### src/sv/assert_macros.svh
// Assertion macros used by the parser unit to check its own logic.
// They expect a clock named clk and an active-low reset named rst_n in scope.
`ifndef ASSERT_MACROS_SVH
`define ASSERT_MACROS_SVH

// The consequent must hold whenever the antecedent holds, outside reset.
`define NFCV_ASSERT_IMPL(lbl, ante, cons) \
    lbl: assert property (@(posedge clk) disable iff (!rst_n) (ante) |-> (cons)) \
        else $error("implication check failed");

// The expression must never be true, outside reset.
`define NFCV_ASSERT_NEVER(lbl, expr) \
    lbl: assert property (@(posedge clk) disable iff (!rst_n) !(expr)) \
        else $error("forbidden condition seen");

`endif

### src/sv/nfcv_sir_pkg.sv
package nfcv_sir_pkg;

    // Bytes of one reply frame that are kept; later bytes are ignored.
    localparam int MAX_FRAME_BYTES = 64;
    // The byte count must be able to hold MAX_FRAME_BYTES itself.
    localparam int IDX_W = $clog2(MAX_FRAME_BYTES + 1);

    localparam logic [15:0] CRC_INIT = 16'hFFFF;
    localparam logic [15:0] CRC_POLY = 16'h8408;
    localparam logic [4:0]  BLK_SIZE_MASK = 5'h1F;

    localparam logic [1:0] ST_OK      = 2'd0;
    localparam logic [1:0] ST_NO_CARD = 2'd1;
    localparam logic [1:0] ST_TAG_ERR = 2'd2;
    localparam logic [1:0] ST_SHORT   = 2'd3;

    // Frame state after the current byte has been taken in.
    typedef struct packed {
        logic [IDX_W-1:0] n;
        logic [15:0]      crc;
        logic [15:0]      held;
        logic [7:0]       first;
        logic [7:0]       second;
        logic [63:0]      uid;
        logic [39:0]      opt;
    } frame_snap_t;

    typedef struct packed {
        logic [1:0]  status;
        logic [7:0]  tag_error_code;
        logic [63:0] uid;
        logic [7:0]  sys_flags;
        logic [7:0]  dsfid;
        logic [7:0]  afi;
        logic [8:0]  num_blocks;
        logic [5:0]  bytes_per_blk;
        logic [7:0]  ic_ref;
        logic        memory_info_valid;
        logic        crc_matched;
    } result_t;

    // Reflected CRC-16 update over one byte, least significant bit first.
    function automatic logic [15:0] crc_byte(input logic [15:0] crc_in, input logic [7:0] b);
        logic [15:0] c;
        c = crc_in ^ {8'h00, b};
        for (int i = 0; i < 8; i++) begin
            c = c[0] ? ((c >> 1) ^ CRC_POLY) : (c >> 1);
        end
        return c;
    endfunction

endpackage

### src/sv/nfcv_system_info_response_parser_unit.sv
// Parses the reply to an ISO 15693 Get System Information command, one received
// byte per input transfer. Each byte is first captured in an input register;
// from there it updates the frame state (byte count, a running reflected
// CRC-16 over all but the two most recent bytes, and the bytes kept for the
// UID and optional fields), and a byte that ends the frame (last_byte or
// no_reply) also loads one result into the output register. The block
// therefore takes one byte every cycle unless a frame-ending byte is held up,
// and the result register is loaded as the byte that ends its frame leaves
// the input register. The figure of one byte a cycle rests on the single-byte
// CRC update in the next-state logic of the frame state register. Only a
// frame-ending byte can be held up, and only while an earlier result still
// sits in the output register untaken.
`include "assert_macros.svh"

module nfcv_system_info_response_parser_unit
    import nfcv_sir_pkg::*;
(
    input  logic        clk,
    input  logic        rst_n,
    input  logic        in_valid,
    output logic        in_ready,
    input  logic [7:0]  rx_byte,
    input  logic        last_byte,
    input  logic        no_reply,
    output logic        out_valid,
    input  logic        out_ready,
    output logic [1:0]  status,
    output logic [7:0]  tag_error_code,
    output logic [63:0] uid,
    output logic [7:0]  sys_flags,
    output logic [7:0]  dsfid,
    output logic [7:0]  afi,
    output logic [8:0]  num_blocks,
    output logic [5:0]  bytes_per_blk,
    output logic [7:0]  ic_ref,
    output logic        memory_info_valid,
    output logic        crc_matched
);

    // Input register.
    logic        in_vld_reg;
    logic [7:0]  byte_reg;
    logic        last_reg;
    logic        noreply_reg;

    // Result register.
    logic        out_vld_reg;
    result_t     res_reg;

    logic        frame_end;
    logic        advance;
    frame_snap_t snap;
    result_t     res_next;

    assign frame_end = last_reg || noreply_reg;

    // A byte that produces no result never waits for the output side; a
    // frame-ending byte moves on once the result register is free or is being
    // emptied in the same cycle.
    assign advance  = in_vld_reg && (!frame_end || !out_vld_reg || out_ready);
    assign in_ready = !in_vld_reg || advance;

    always_ff @(posedge clk or negedge rst_n)
    begin
        if (!rst_n)
        begin
            in_vld_reg <= 1'b0;
        end
        else if (in_valid && in_ready)
        begin
            in_vld_reg <= 1'b1;
        end
        else if (advance)
        begin
            in_vld_reg <= 1'b0;
        end
    end

    // Payload of the input register needs no reset.
    always_ff @(posedge clk)
    begin
        if (in_valid && in_ready)
        begin
            byte_reg    <= rx_byte;
            last_reg    <= last_byte;
            noreply_reg <= no_reply;
        end
    end

    nfcv_sir_frame u_frame (
        .clk       (clk),
        .rst_n     (rst_n),
        .step      (advance),
        .rx_byte   (byte_reg),
        .frame_end (frame_end),
        .snap      (snap)
    );

    nfcv_sir_decode u_decode (
        .snap     (snap),
        .no_reply (noreply_reg),
        .res      (res_next)
    );

    always_ff @(posedge clk or negedge rst_n)
    begin
        if (!rst_n)
        begin
            out_vld_reg <= 1'b0;
        end
        else if (advance && frame_end)
        begin
            out_vld_reg <= 1'b1;
        end
        else if (out_ready)
        begin
            out_vld_reg <= 1'b0;
        end
    end

    always_ff @(posedge clk)
    begin
        if (advance && frame_end)
        begin
            res_reg <= res_next;
        end
    end

    assign out_valid         = out_vld_reg;
    assign status            = res_reg.status;
    assign tag_error_code    = res_reg.tag_error_code;
    assign uid               = res_reg.uid;
    assign sys_flags         = res_reg.sys_flags;
    assign dsfid             = res_reg.dsfid;
    assign afi               = res_reg.afi;
    assign num_blocks        = res_reg.num_blocks;
    assign bytes_per_blk     = res_reg.bytes_per_blk;
    assign ic_ref            = res_reg.ic_ref;
    assign memory_info_valid = res_reg.memory_info_valid;
    assign crc_matched       = res_reg.crc_matched;

    // A result still waiting must never be overwritten by the next frame end.
    `NFCV_ASSERT_NEVER(a_no_overwrite, out_vld_reg && !out_ready && advance && frame_end)
    // Decoded reply fields are only ever reported for a good reply.
    `NFCV_ASSERT_IMPL(a_fields_zero, out_valid && (status != ST_OK), (uid == 64'd0) && (sys_flags == 8'd0) && (memory_info_valid == 1'b0))
    // A missing card carries neither an error code nor a trailer match.
    `NFCV_ASSERT_IMPL(a_no_card_clean, out_valid && (status == ST_NO_CARD), (tag_error_code == 8'd0) && (crc_matched == 1'b0))
    // Block geometry reads zero unless the memory flag was decoded.
    `NFCV_ASSERT_IMPL(a_mem_fields, out_valid && !memory_info_valid, (num_blocks == 9'd0) && (bytes_per_blk == 6'd0))

endmodule

### src/sv/nfcv_sir_frame.sv
module nfcv_sir_frame
    import nfcv_sir_pkg::*;
(
    input  logic        clk,
    input  logic        rst_n,
    input  logic        step,
    input  logic [7:0]  rx_byte,
    input  logic        frame_end,
    output frame_snap_t snap
);

    frame_snap_t st_reg;
    frame_snap_t st_next;
    frame_snap_t clr;

    assign clr = '{n: '0, crc: CRC_INIT, held: '0, first: '0, second: '0,
                   uid: '0, opt: '0};

    // Take the current byte in, unless the frame has already filled.
    always_comb
    begin
        snap = st_reg;
        if (st_reg.n < IDX_W'(MAX_FRAME_BYTES))
        begin
            if (st_reg.n >= IDX_W'(2))
            begin
                snap.crc = crc_byte(st_reg.crc, st_reg.held[7:0]);
            end
            snap.held = {rx_byte, st_reg.held[15:8]};
            if (st_reg.n == IDX_W'(0))
            begin
                snap.first = rx_byte;
            end
            if (st_reg.n == IDX_W'(1))
            begin
                snap.second = rx_byte;
            end
            for (int k = 0; k < 8; k++)
            begin
                if (st_reg.n == IDX_W'(k + 2))
                begin
                    snap.uid[8*k +: 8] = rx_byte;
                end
            end
            for (int k = 0; k < 5; k++)
            begin
                if (st_reg.n == IDX_W'(k + 10))
                begin
                    snap.opt[8*k +: 8] = rx_byte;
                end
            end
            snap.n = st_reg.n + IDX_W'(1);
        end
    end

    // Every frame end, with or without a reply, returns the frame to its start.
    assign st_next = frame_end ? clr : snap;

    always_ff @(posedge clk or negedge rst_n)
    begin
        if (!rst_n)
        begin
            st_reg <= '{n: '0, crc: CRC_INIT, held: '0, first: '0, second: '0,
                        uid: '0, opt: '0};
        end
        else if (step)
        begin
            st_reg <= st_next;
        end
    end

endmodule

### src/sv/nfcv_sir_decode.sv
module nfcv_sir_decode
    import nfcv_sir_pkg::*;
(
    input  frame_snap_t snap,
    input  logic        no_reply,
    output result_t     res
);

    logic             matched;
    logic [IDX_W-1:0] plen;
    logic [7:0]       flags;
    logic [2:0]       idx_afi;
    logic [2:0]       idx_bc;
    logic [2:0]       idx_ic;
    logic [7:0]       bs_raw;

    function automatic logic [7:0] opt_at(input logic [39:0] opt, input logic [2:0] idx);
        logic [7:0] v;
        case (idx)
            3'd0:    v = opt[7:0];
            3'd1:    v = opt[15:8];
            3'd2:    v = opt[23:16];
            3'd3:    v = opt[31:24];
            3'd4:    v = opt[39:32];
            default: v = 8'h00;
        endcase
        return v;
    endfunction

    always_comb
    begin
        flags   = snap.second;
        matched = (snap.n >= IDX_W'(3)) && ((~snap.crc) == snap.held);
        plen    = matched ? (snap.n - IDX_W'(2)) : snap.n;
        idx_afi = {2'b00, flags[0]};
        idx_bc  = idx_afi + {2'b00, flags[1]};
        idx_ic  = idx_bc + {1'b0, flags[2], 1'b0};
        bs_raw  = opt_at(snap.opt, idx_bc + 3'd1);

        res = '0;
        if (no_reply || (snap.n < IDX_W'(2)))
        begin
            res.status = ST_NO_CARD;
        end
        else
        begin
            res.crc_matched = matched;
            if (snap.first[0])
            begin
                res.status         = ST_TAG_ERR;
                res.tag_error_code = snap.second;
            end
            else if (plen < IDX_W'(10))
            begin
                res.status = ST_SHORT;
            end
            else
            begin
                res.status     = ST_OK;
                res.uid        = snap.uid;
                res.sys_flags  = flags;
                if (flags[0])
                begin
                    res.dsfid = opt_at(snap.opt, 3'd0);
                end
                if (flags[1])
                begin
                    res.afi = opt_at(snap.opt, idx_afi);
                end
                if (flags[2])
                begin
                    res.num_blocks    = {1'b0, opt_at(snap.opt, idx_bc)} + 9'd1;
                    res.bytes_per_blk = {1'b0, bs_raw[4:0] & BLK_SIZE_MASK} + 6'd1;
                    res.memory_info_valid = 1'b1;
                end
                if (flags[3])
                begin
                    res.ic_ref = opt_at(snap.opt, idx_ic);
                end
            end
        end
    end

endmodule

### config.mk
export PLATFORM = sky130hd
export DESIGN_NAME = nfcv_system_info_response_parser_unit
export DESIGN_NICKNAME = d
export VERILOG_FILES = /design/src/sv/nfcv_sir_pkg.sv /design/src/sv/nfcv_system_info_response_parser_unit.sv /design/src/sv/nfcv_sir_frame.sv /design/src/sv/nfcv_sir_decode.sv
export VERILOG_INCLUDE_DIRS = /design/src /design/src/sv
export SDC_FILE = /design/constraint.sdc
export NUM_CORES = 1
export LEC_CHECK = 0
export BUFFER_PORTS_ARGS = -buffer_cell sky130_fd_sc_hd__buf_2
export CAP_MARGIN = 40
export CORE_UTILIZATION = 40
export CTS_CLUSTER_SIZE = 8
export DETAILED_ROUTE_END_ITERATION = 12
export PLACE_DENSITY = 0.63
export RECOVER_POWER = 100
export SLEW_MARGIN = 10
export SYNTH_ARGS = -nofsm -noshare
export SYNTH_HDL_FRONTEND = slang
export SYNTH_SLANG_ARGS = --single-unit
export TNS_END_PERCENT = 50
### constraint.sdc
create_clock -name clk -period 7.9 [get_ports clk]
set_clock_uncertainty 0.05 [all_clocks]
set_input_delay 1.185 -clock clk [delete_from_list [all_inputs] [get_ports clk]]
set_output_delay 1.185 -clock clk [all_outputs]
set_load 0.1 [all_outputs]
==> impl_results.md, run 1 <==
- Cell Area, Synth: 0.0141 mm²
- First-iteration detailed-routing DRC count: 861
- Max-slew violations: 412
- Seq. cell area: roughly 0.008 mm²
- # DRC: 0
- Setup ws final: 1.48 ns
- Static Leak: 0.00647 µW
- Worst-path clk slew: 0.05 ns
- Switch Pwr: 1330 µW
- Fin nets: 1403
- Min-delay worst type: reg2reg
- R2R setup slack: 1.48 ns
- Sum Neg Setup Slack: 0 ns
- Fin cells: 1861
- Main combinational cell family by area after synthesis: compound AO/OA/AOI/OAI gates
- Io pins: 139
- Post-Place Setup Slack: 2.15 ns
- Unrepaired setup endpoints after global routing: no
- Via density: 5.65
- Area fraction in compound gates after synthesis: 15.4%
- Count of cell types in the netlist: 72
- Mux share of post-synthesis cell area: 7.44%
- Max-Cap Viols: 7
- Sw frac: about a third
- Fmax: 0.156 GHz
- Most used DFF post-synth: dfrtp_1
- Crit path kind: reg2reg
- Max FFs per register: 152
- Simple-Gate Fraction of Synth Area: 12.3%
- Drt wl/cell: 20.7 µm
- Xor and xnor area share after synthesis: 4.66%
- Area Overhead vs Synth: 14.4%
- All-Layer GR Usage: between 20% and 30%
- Share of post-route cells with drive strength above 1: 7.97%
- Seq/Total Area, Yosys: 55.7%
- Failing checks: capacitance limit, slew limit
- Internal: 2770 µW
- CP max FO: 67
- GRT Residual Overflow: 0
- Bufs on Longest Clock Path: 3
- Clk pwr share: around two fifths
- Syn Area/Cell: between 10 and 15 µm²
- Starting Density: 40.7%
- Pre-Repair DR Iteration Count: 5
- Port Buf Inserts: around 140
- Clk_lat worst skew: 0.52 ns
- Status: finished, violations left
- Data required time of the worst path: between 7 and 8 ns
- Antenna viol nets, final: 0
- Ys async rst share: 53.8%
- Arrival time at the worst endpoint: 6.48 ns
- Detailed Route WL: 38500 µm
- Worst setup EP type: flop
- Vias in the first global route: roughly 10000
- Synth Register Bits: 286
- Area occupied by multi-input gates: roughly 0.0057 mm²
- Worst slew pin tran: 3.81 ns
- Die H: 190 µm
- Ant. Diodes: 0
- Fin Hold WS: 0.425 ns
- Setup crit start kind: flop
- Setup repair bufs after CTS: 0
- Period Utilization, post-route: between 80% and 90%
- Comb power frac: between 10% and 20%
- Die X: 190 µm
- Num CTS Buffers: slightly above 40
- Adder-cell share of the synthesized area: about 1.2%
- Final setup violating endpoints: 0
- Initial antenna violation count: 0
- Die area: approximately 0.036 mm²
- P per Cell Area: 255 mW/mm²
- H-tree level count: 2
- CTS resizes: 0
- Row Count: 68
- CORE AREA: 0.0345 mm²
- Peak supply drop: 0.186 mV
- CTS root buf: clkbuf_16
- Post-CTS Hold Fix Bufs: 0
- GP Congestion: 0.871
- Global-route wire length before repair: slightly above 60000 µm
- Placed Cells: 1785
- Slew headroom: -154%
- EDFF count, synth: 132
- Min Tclk post-route: 6.42 ns
- Post-detail-place hpwl: 24100 µm
- Mapped Cells: 1258
- Yosys warnings: 0
- Flop pwr share: 41.1%
- Clock sink total: 286
- TritonCTS clock tree: yes
- DR vias: roughly 11000
- Fillers: 3315
- Fin. Hold Viols: 0
- Largest net degree at the start of global routing: just over 90
- Synthesized Nets: 1285
power groups by stage:
stage / sequential [µW] / clock (µW) / combinational [µW]
global route: 1700 / 1710 / 842
detailed placement: 1710 / 0 / 820
global placement: 1710 / 0 / 814
finish: 1690 / 1620 / 797
floorplan: 2030 / 0 / 313
CTS: 1680 / 1660 / 822
synthesized netlist by cell type (5+ instances only):
cell type | n | area share [%]
xnor3_1 | 6 | 0.96
and2_1 | 6 | 0.27
or3_1 | 5 | 0.22
buf_2 | 15 | 0.53
edfxtp_1 | 132 | 28
o211ai_1 | 7 | 0.37
o22ai_1 | 7 | 0.31
nor3_1 | 34 | 1.2
o221ai_1 | 6 | 0.37
a22o_1 | 95 | 5.9
nand2b_1 | 8 | 0.36
o21ai_0 | 61 | 2.2
ha_1 | 13 | 1.2
xor2_1 | 17 | 1.1
nor2b_1 | 7 | 0.31
o22a_1 | 11 | 0.68
mux2_2 | 10 | 0.80
mux2i_1 | 91 | 6.5
clkbuf_1 | 68 | 1.8
dfrtp_1 | 138 | 25
buf_1 | 7 | 0.19
xnor2_2 | 5 | 0.58
nand2_1 | 146 | 3.9
nor2_1 | 116 | 3.1
dfstp_2 | 16 | 3.0
a211oi_1 | 9 | 0.48
a31oi_1 | 7 | 0.31
nand3_1 | 36 | 1.3
nor4_1 | 5 | 0.22
a32o_1 | 5 | 0.36
inv_1 | 18 | 0.48
xnor2_1 | 25 | 1.6
a21oi_1 | 55 | 2.0
nand4_1 | 5 | 0.22
through the flow:
stage / cell area, µm² / power, µW / util, %
after floorplan: 14100 / 2350 / -
after global placement: 15200 / 2520 / 43.9
after detailed placement: 15200 / 2530 / 44.0
after CTS: 16400 / 4160 / 47.4
after global routing: 16100 / 4250 / 46.6
final: 16100 / 4110 / 46.6
per-layer routing:
| metal | routed length, µm | vias to the layer above | GRT usage, % |
|---|---|---|---|
| met5 | 0 | - | 0 |
| li1 | - | 4855 | - |
| met4 | 973 | 0 | 7.17 |
| met1 | 18000 | 5197 | 31.5 |
| met3 | 2610 | 70 | 4.04 |
| met2 | 16800 | 394 | 32.1 |
path summary, 6_finish.rpt:
path / startpoint / endpoint / cells past startpoint
hold / removal: u_frame.st_reg[112]$_DFFE_PN0P_ / u_frame.st_reg[112]$_DFFE_PN0P_ / 2
max in group asynchronous: rst_n / u_frame.st_reg[88]$_DFFE_PN0P_ / 2
setup / recovery: u_frame.st_reg[152]$_DFFE_PN0P_ / uid[31]$_SDFFCE_PP0P_ / 14
hold reg to reg: u_frame.st_reg[112]$_DFFE_PN0P_ / u_frame.st_reg[112]$_DFFE_PN0P_ / 2
setup reg to reg: u_frame.st_reg[152]$_DFFE_PN0P_ / uid[31]$_SDFFCE_PP0P_ / 14
min in group asynchronous: rst_n / u_frame.st_reg[124]$_DFFE_PN0P_ / 1
final cells by class:
class / count / area share (%)
clock buffers: 71 / 7.14
inverters: 20 / 0.467
flip-flops and latches: 286 / 48.7
clock inverters: 2 / 0.109
multi-input cells: 858 / 35.6
well taps: 455 / 3.54
repair buffers: 169 / 4.43
cells by family after synthesis:
group / after synthesis
multiplexers: 102
AO/OA/AOI/OAI: 298
AND/OR/NAND/NOR: 389
XOR/XNOR: 56
flip-flops: 286
buffers and inverters: 114
adder cells (fa/ha/maj): 13
layout by cell type (no fill, tap or decap), types with 10 or more instances in the layout:
cell	synthesis	layout
xnor2_1	25	25
a22o_1	95	95
a21oi_1	55	55
inv_1	18	18
clkbuf_16	0	41
dfstp_2	16	16
xor2_1	17	17
o21ai_0	61	65
nor3_1	34	34
clkbuf_1	68	170
mux2i_1	91	89
nand2_1	146	146
edfxtp_1	132	132
ha_1	13	13
buf_2	15	11
nand3_1	36	36
buf_4	2	16
mux2_2	10	10
nor2_1	116	115
dfrtp_1	138	138
o22a_1	11	11
worst max-delay path, cell delays in order (launching register included):
cell	delay (ns)
dfrtp_1	0.48
ha_1	0.44
nand2b_1	0.16
xor2_1	0.36
ha_1	0.21
nor2_1	0.04
o211ai_1	0.16
or3_1	0.14
nand4_1	0.08
or4b_1	0.63
o31ai_1	0.26
or3b_1	0.18
a311o_1	0.28
clkbuf_1	2.17
a21oi_1	0.27
Note: power is estimated with default switching activity, not from simulation.
==> run 2, diff against run 1 <==
--- a/config.mk
+++ b/config.mk
@@ -11,7 +11,7 @@
 export CORE_UTILIZATION = 40
 export CTS_CLUSTER_SIZE = 8
 export DETAILED_ROUTE_END_ITERATION = 12
-export PLACE_DENSITY = 0.63
+export PLACE_DENSITY = 0.65
 export RECOVER_POWER = 100
 export SLEW_MARGIN = 10
 export SYNTH_ARGS = -nofsm -noshare
==> constraint.sdc (replaced) <==
create_clock -name clk -period 5.7 [get_ports clk]
set_clock_uncertainty 0.05 [all_clocks]
set_input_delay 0.855 -clock clk [delete_from_list [all_inputs] [get_ports clk]]
set_output_delay 0.855 -clock clk [all_outputs]
set_load 0.1 [all_outputs]
==> run 2 against run 1 <==
Net effect:
- the flow still finishes with violations (capacitance limit, slew limit)
- non-clock buffer count is 6 higher
- setup slack worse by 0.82 ns
- clock power grew 39%
- global-route usage shrank 0.34 points
- sequential share of layout area decreased by 0.27 points
- first-iteration DRC count increased by 15%
- core utilization rose by 0.26 points
- power grew 39%
- routed wire length down 0.44%
- critical path type unchanged
- largest power group unchanged
- highest routed layer unchanged
==> impl_results.md, run 2 (same netlist as run 1, synthesis figures left out) <==
- Status: finished, violations left (unchanged)
- Failing checks: capacitance limit, slew limit (unchanged)
- Comb power frac: 19.5% (was 19.4%)
- Data required time of the worst path: 5.89 ns (was 7.95 ns)
- Max FFs per register: 152 (unchanged)
- GRT Residual Overflow: 0 (unchanged)
- P per Cell Area: 353 mW/mm² (was 255 mW/mm²)
- Internal: 3840 µW (was 2770 µW)
- Commonest non-fill, non-tap cell in the layout: clkbuf_1 (unchanged)
- Placed Cells: 1794 (was 1785)
- Fin nets: 1409 (was 1403)
- Num CTS Buffers: 41 (unchanged)
- Post-detail-place hpwl: 24300 µm (was 24100 µm)
- Global-route wire length before repair: 59900 µm (was 60500 µm)
- First-iteration detailed-routing DRC count: 994 (was 861)
- Die X: 190 µm (unchanged)
- Die H: 190 µm (unchanged)
- Setup crit start kind: flop (unchanged)
- Clk pwr share: 39.4% (was 39.5%)
- Reg2reg end: afi[7]$_SDFFCE_PP0P_ (was uid[31]$_SDFFCE_PP0P_)
- DR vias: 10600 (was 10500)
- Area Overhead vs Synth: 15.0% (was 14.4%)
- Clock sink total: 286 (unchanged)
- Unrepaired setup endpoints after global routing: no (unchanged)
- CP max FO: 35 (was 67)
- # DRC: 0 (unchanged)
- Worst r2r src: u_frame.st_reg[153]$_DFFE_PN0P_ (was u_frame.st_reg[152]$_DFFE_PN0P_)
- Post-CTS Hold Fix Bufs: 0 (unchanged)
- Ant. Diodes: 0 (unchanged)
- Switch Pwr: 1870 µW (was 1330 µW)
- Bufs on Longest Clock Path: 3 (unchanged)
- Port Buf Inserts: 138 (unchanged)
- Worst setup EP type: flop (unchanged)
- Arrival time at the worst endpoint: 5.23 ns (was 6.48 ns)
- Pre-Repair DR Iteration Count: 5 (unchanged)
- Largest net degree at the start of global routing: 87 (was 92)
- Fin. Hold Viols: 0 (unchanged)
- Peak supply drop: 0.242 mV (was 0.186 mV)
- CORE AREA: 0.0345 mm² (unchanged)
- All-Layer GR Usage: 21.2% (was 21.6%)
- Flop pwr share: 41.0% (was 41.1%)
- Detailed Route WL: 38300 µm (was 38500 µm)
- Slew headroom: -102% (was -154%)
- Share of post-route cells with drive strength above 1: 8.85% (was 7.97%)
- Fin cells: 1868 (was 1861)
- CTS resizes: 0 (unchanged)
- R2R setup slack: 0.66 ns (was 1.48 ns)
- Sw frac: 32.7% (was 32.5%)
- Period Utilization, post-route: 88.4% (was 81.3%)
- Via density: 5.69 (was 5.65)
- Die area: 0.0359 mm² (unchanged)
- Initial antenna violation count: 0 (unchanged)
- Min-delay worst type: in2async (was reg2reg)
- Drt wl/cell: 20.5 µm (was 20.7 µm)
- Vias in the first global route: 10400 (about the same)
- CTS root buf: clkbuf_16 (unchanged)
- Io pins: 139 (unchanged)
- Clk_lat worst skew: 0.54 ns (was 0.52 ns)
- Most frequent cells in the layout: clkbuf_1 (166), nand2_1 (145), dfrtp_1 (138) (was clkbuf_1 (170), nand2_1 (146), dfrtp_1 (138))
- Max-slew violations: 308 (was 412)
- Row Count: 68 (unchanged)
- GP Congestion: 0.935 (was 0.871)
- H-tree level count: 2 (unchanged)
- Setup repair bufs after CTS: 0 (unchanged)
- Antenna viol nets, final: 0 (unchanged)
- Reg2reg path depth: 13 (was 14)
- Starting Density: 40.7% (unchanged)
- Final setup violating endpoints: 0 (unchanged)
- Static Leak: 0.00652 µW (was 0.00647 µW)
- Worst slew pin tran: 3.03 ns (was 3.81 ns)
- Min Tclk post-route: 5.04 ns (was 6.42 ns)
- Fmax: 0.198 GHz (was 0.156 GHz)
- Sum Neg Setup Slack: 0 ns (unchanged)
- Crit path kind: reg2reg (unchanged)
- TritonCTS clock tree: yes (unchanged)
- Max-Cap Viols: 6 (was 7)
- Worst-path clk slew: 0.06 ns (was 0.05 ns)
## run 2: cell types whose count changed in the layout (fill, tap and decap cells not counted), sizes merged
cell    before  now
clkbuf     213  208
inv         20   19
clkinv       2    4
buf         27   38
## run 2: layer usage
layer  global-route usage, %  wire, µm  up-vias
met5                       0         0        -
met4                    6.11       850        0
met3                    3.36      2620       79
met2                    32.1     17200      422
met1                    31.4     17700     5262
li1                        -         -     4864
## run 2: worst max-delay path, cell delays in order, from the launching register on
cell       delay, ns
dfrtp_1         0.49
ha_1            0.48
nand2b_1        0.17
xor2_1          0.38
ha_1            0.22
nor2_1          0.04
o211ai_1        0.18
or3_1           0.14
nand4_1         0.07
or4b_1          0.63
o21ai_0         0.20
or3b_1          0.39
a311o_2         0.68
a2111oi_0       0.63
## run 2: area by class of cell
cell class	instances	area [µm²]
repair buffers	175	783
inverters	20	75.1
clock buffers	71	1140
flip-flops and latches	286	7840
clock inverters	3	41.3
multi-input cells	858	5730
fillers	3298	18400
well taps	455	569
## run 2: power by group through the flow
stage | Sequential, µW | Clock [µW] | Combinational (µW)
floorplan | 2810 | 0 | 435
global placement | 2370 | 0 | 1130
detailed placement | 2370 | 0 | 1140
CTS | 2340 | 2290 | 1150
global route | 2350 | 2370 | 1170
finish | 2340 | 2250 | 1120
## run 2: how the worst max path moves through the flow
| stage | slack (ns) | from | end |
|---|---|---|---|
| detailed placement | 0.93 | u_frame.st_reg[153]$_DFFE_PN0P_ | uid[49]$_SDFFCE_PP0P_ |
| global placement | 0.94 | u_frame.st_reg[153]$_DFFE_PN0P_ | afi[7]$_SDFFCE_PP0P_ |
| floorplan | 0.70 | out_valid$_DFFE_PN0P_ | afi[0]$_SDFFCE_PP0P_ |
| finish | 0.66 | u_frame.st_reg[153]$_DFFE_PN0P_ | afi[7]$_SDFFCE_PP0P_ |
| global route | 0.27 | u_frame.st_reg[153]$_DFFE_PN0P_ | afi[7]$_SDFFCE_PP0P_ |
| CTS | 0.89 | u_frame.st_reg[153]$_DFFE_PN0P_ | uid[0]$_SDFFCE_PP0P_ |
## run 2: stage by stage
stage / worst slack, ns / instance area [µm²] / power (µW) / util, % / hold slack (ns)
CTS: 0.887 / 16500 / 5770 / 47.7 / 0.102
global route: 0.271 / 16200 / 5900 / 46.8 / 0.431
detailed placement: 0.927 / 15300 / 3510 / 44.3 / 0.421
floorplan: 0.703 / 14100 / 3250 / - / 0.394
global placement: 0.937 / 15200 / 3500 / 44.1 / 0.411
finish: 0.659 / 16200 / 5710 / 46.8 / 0.428
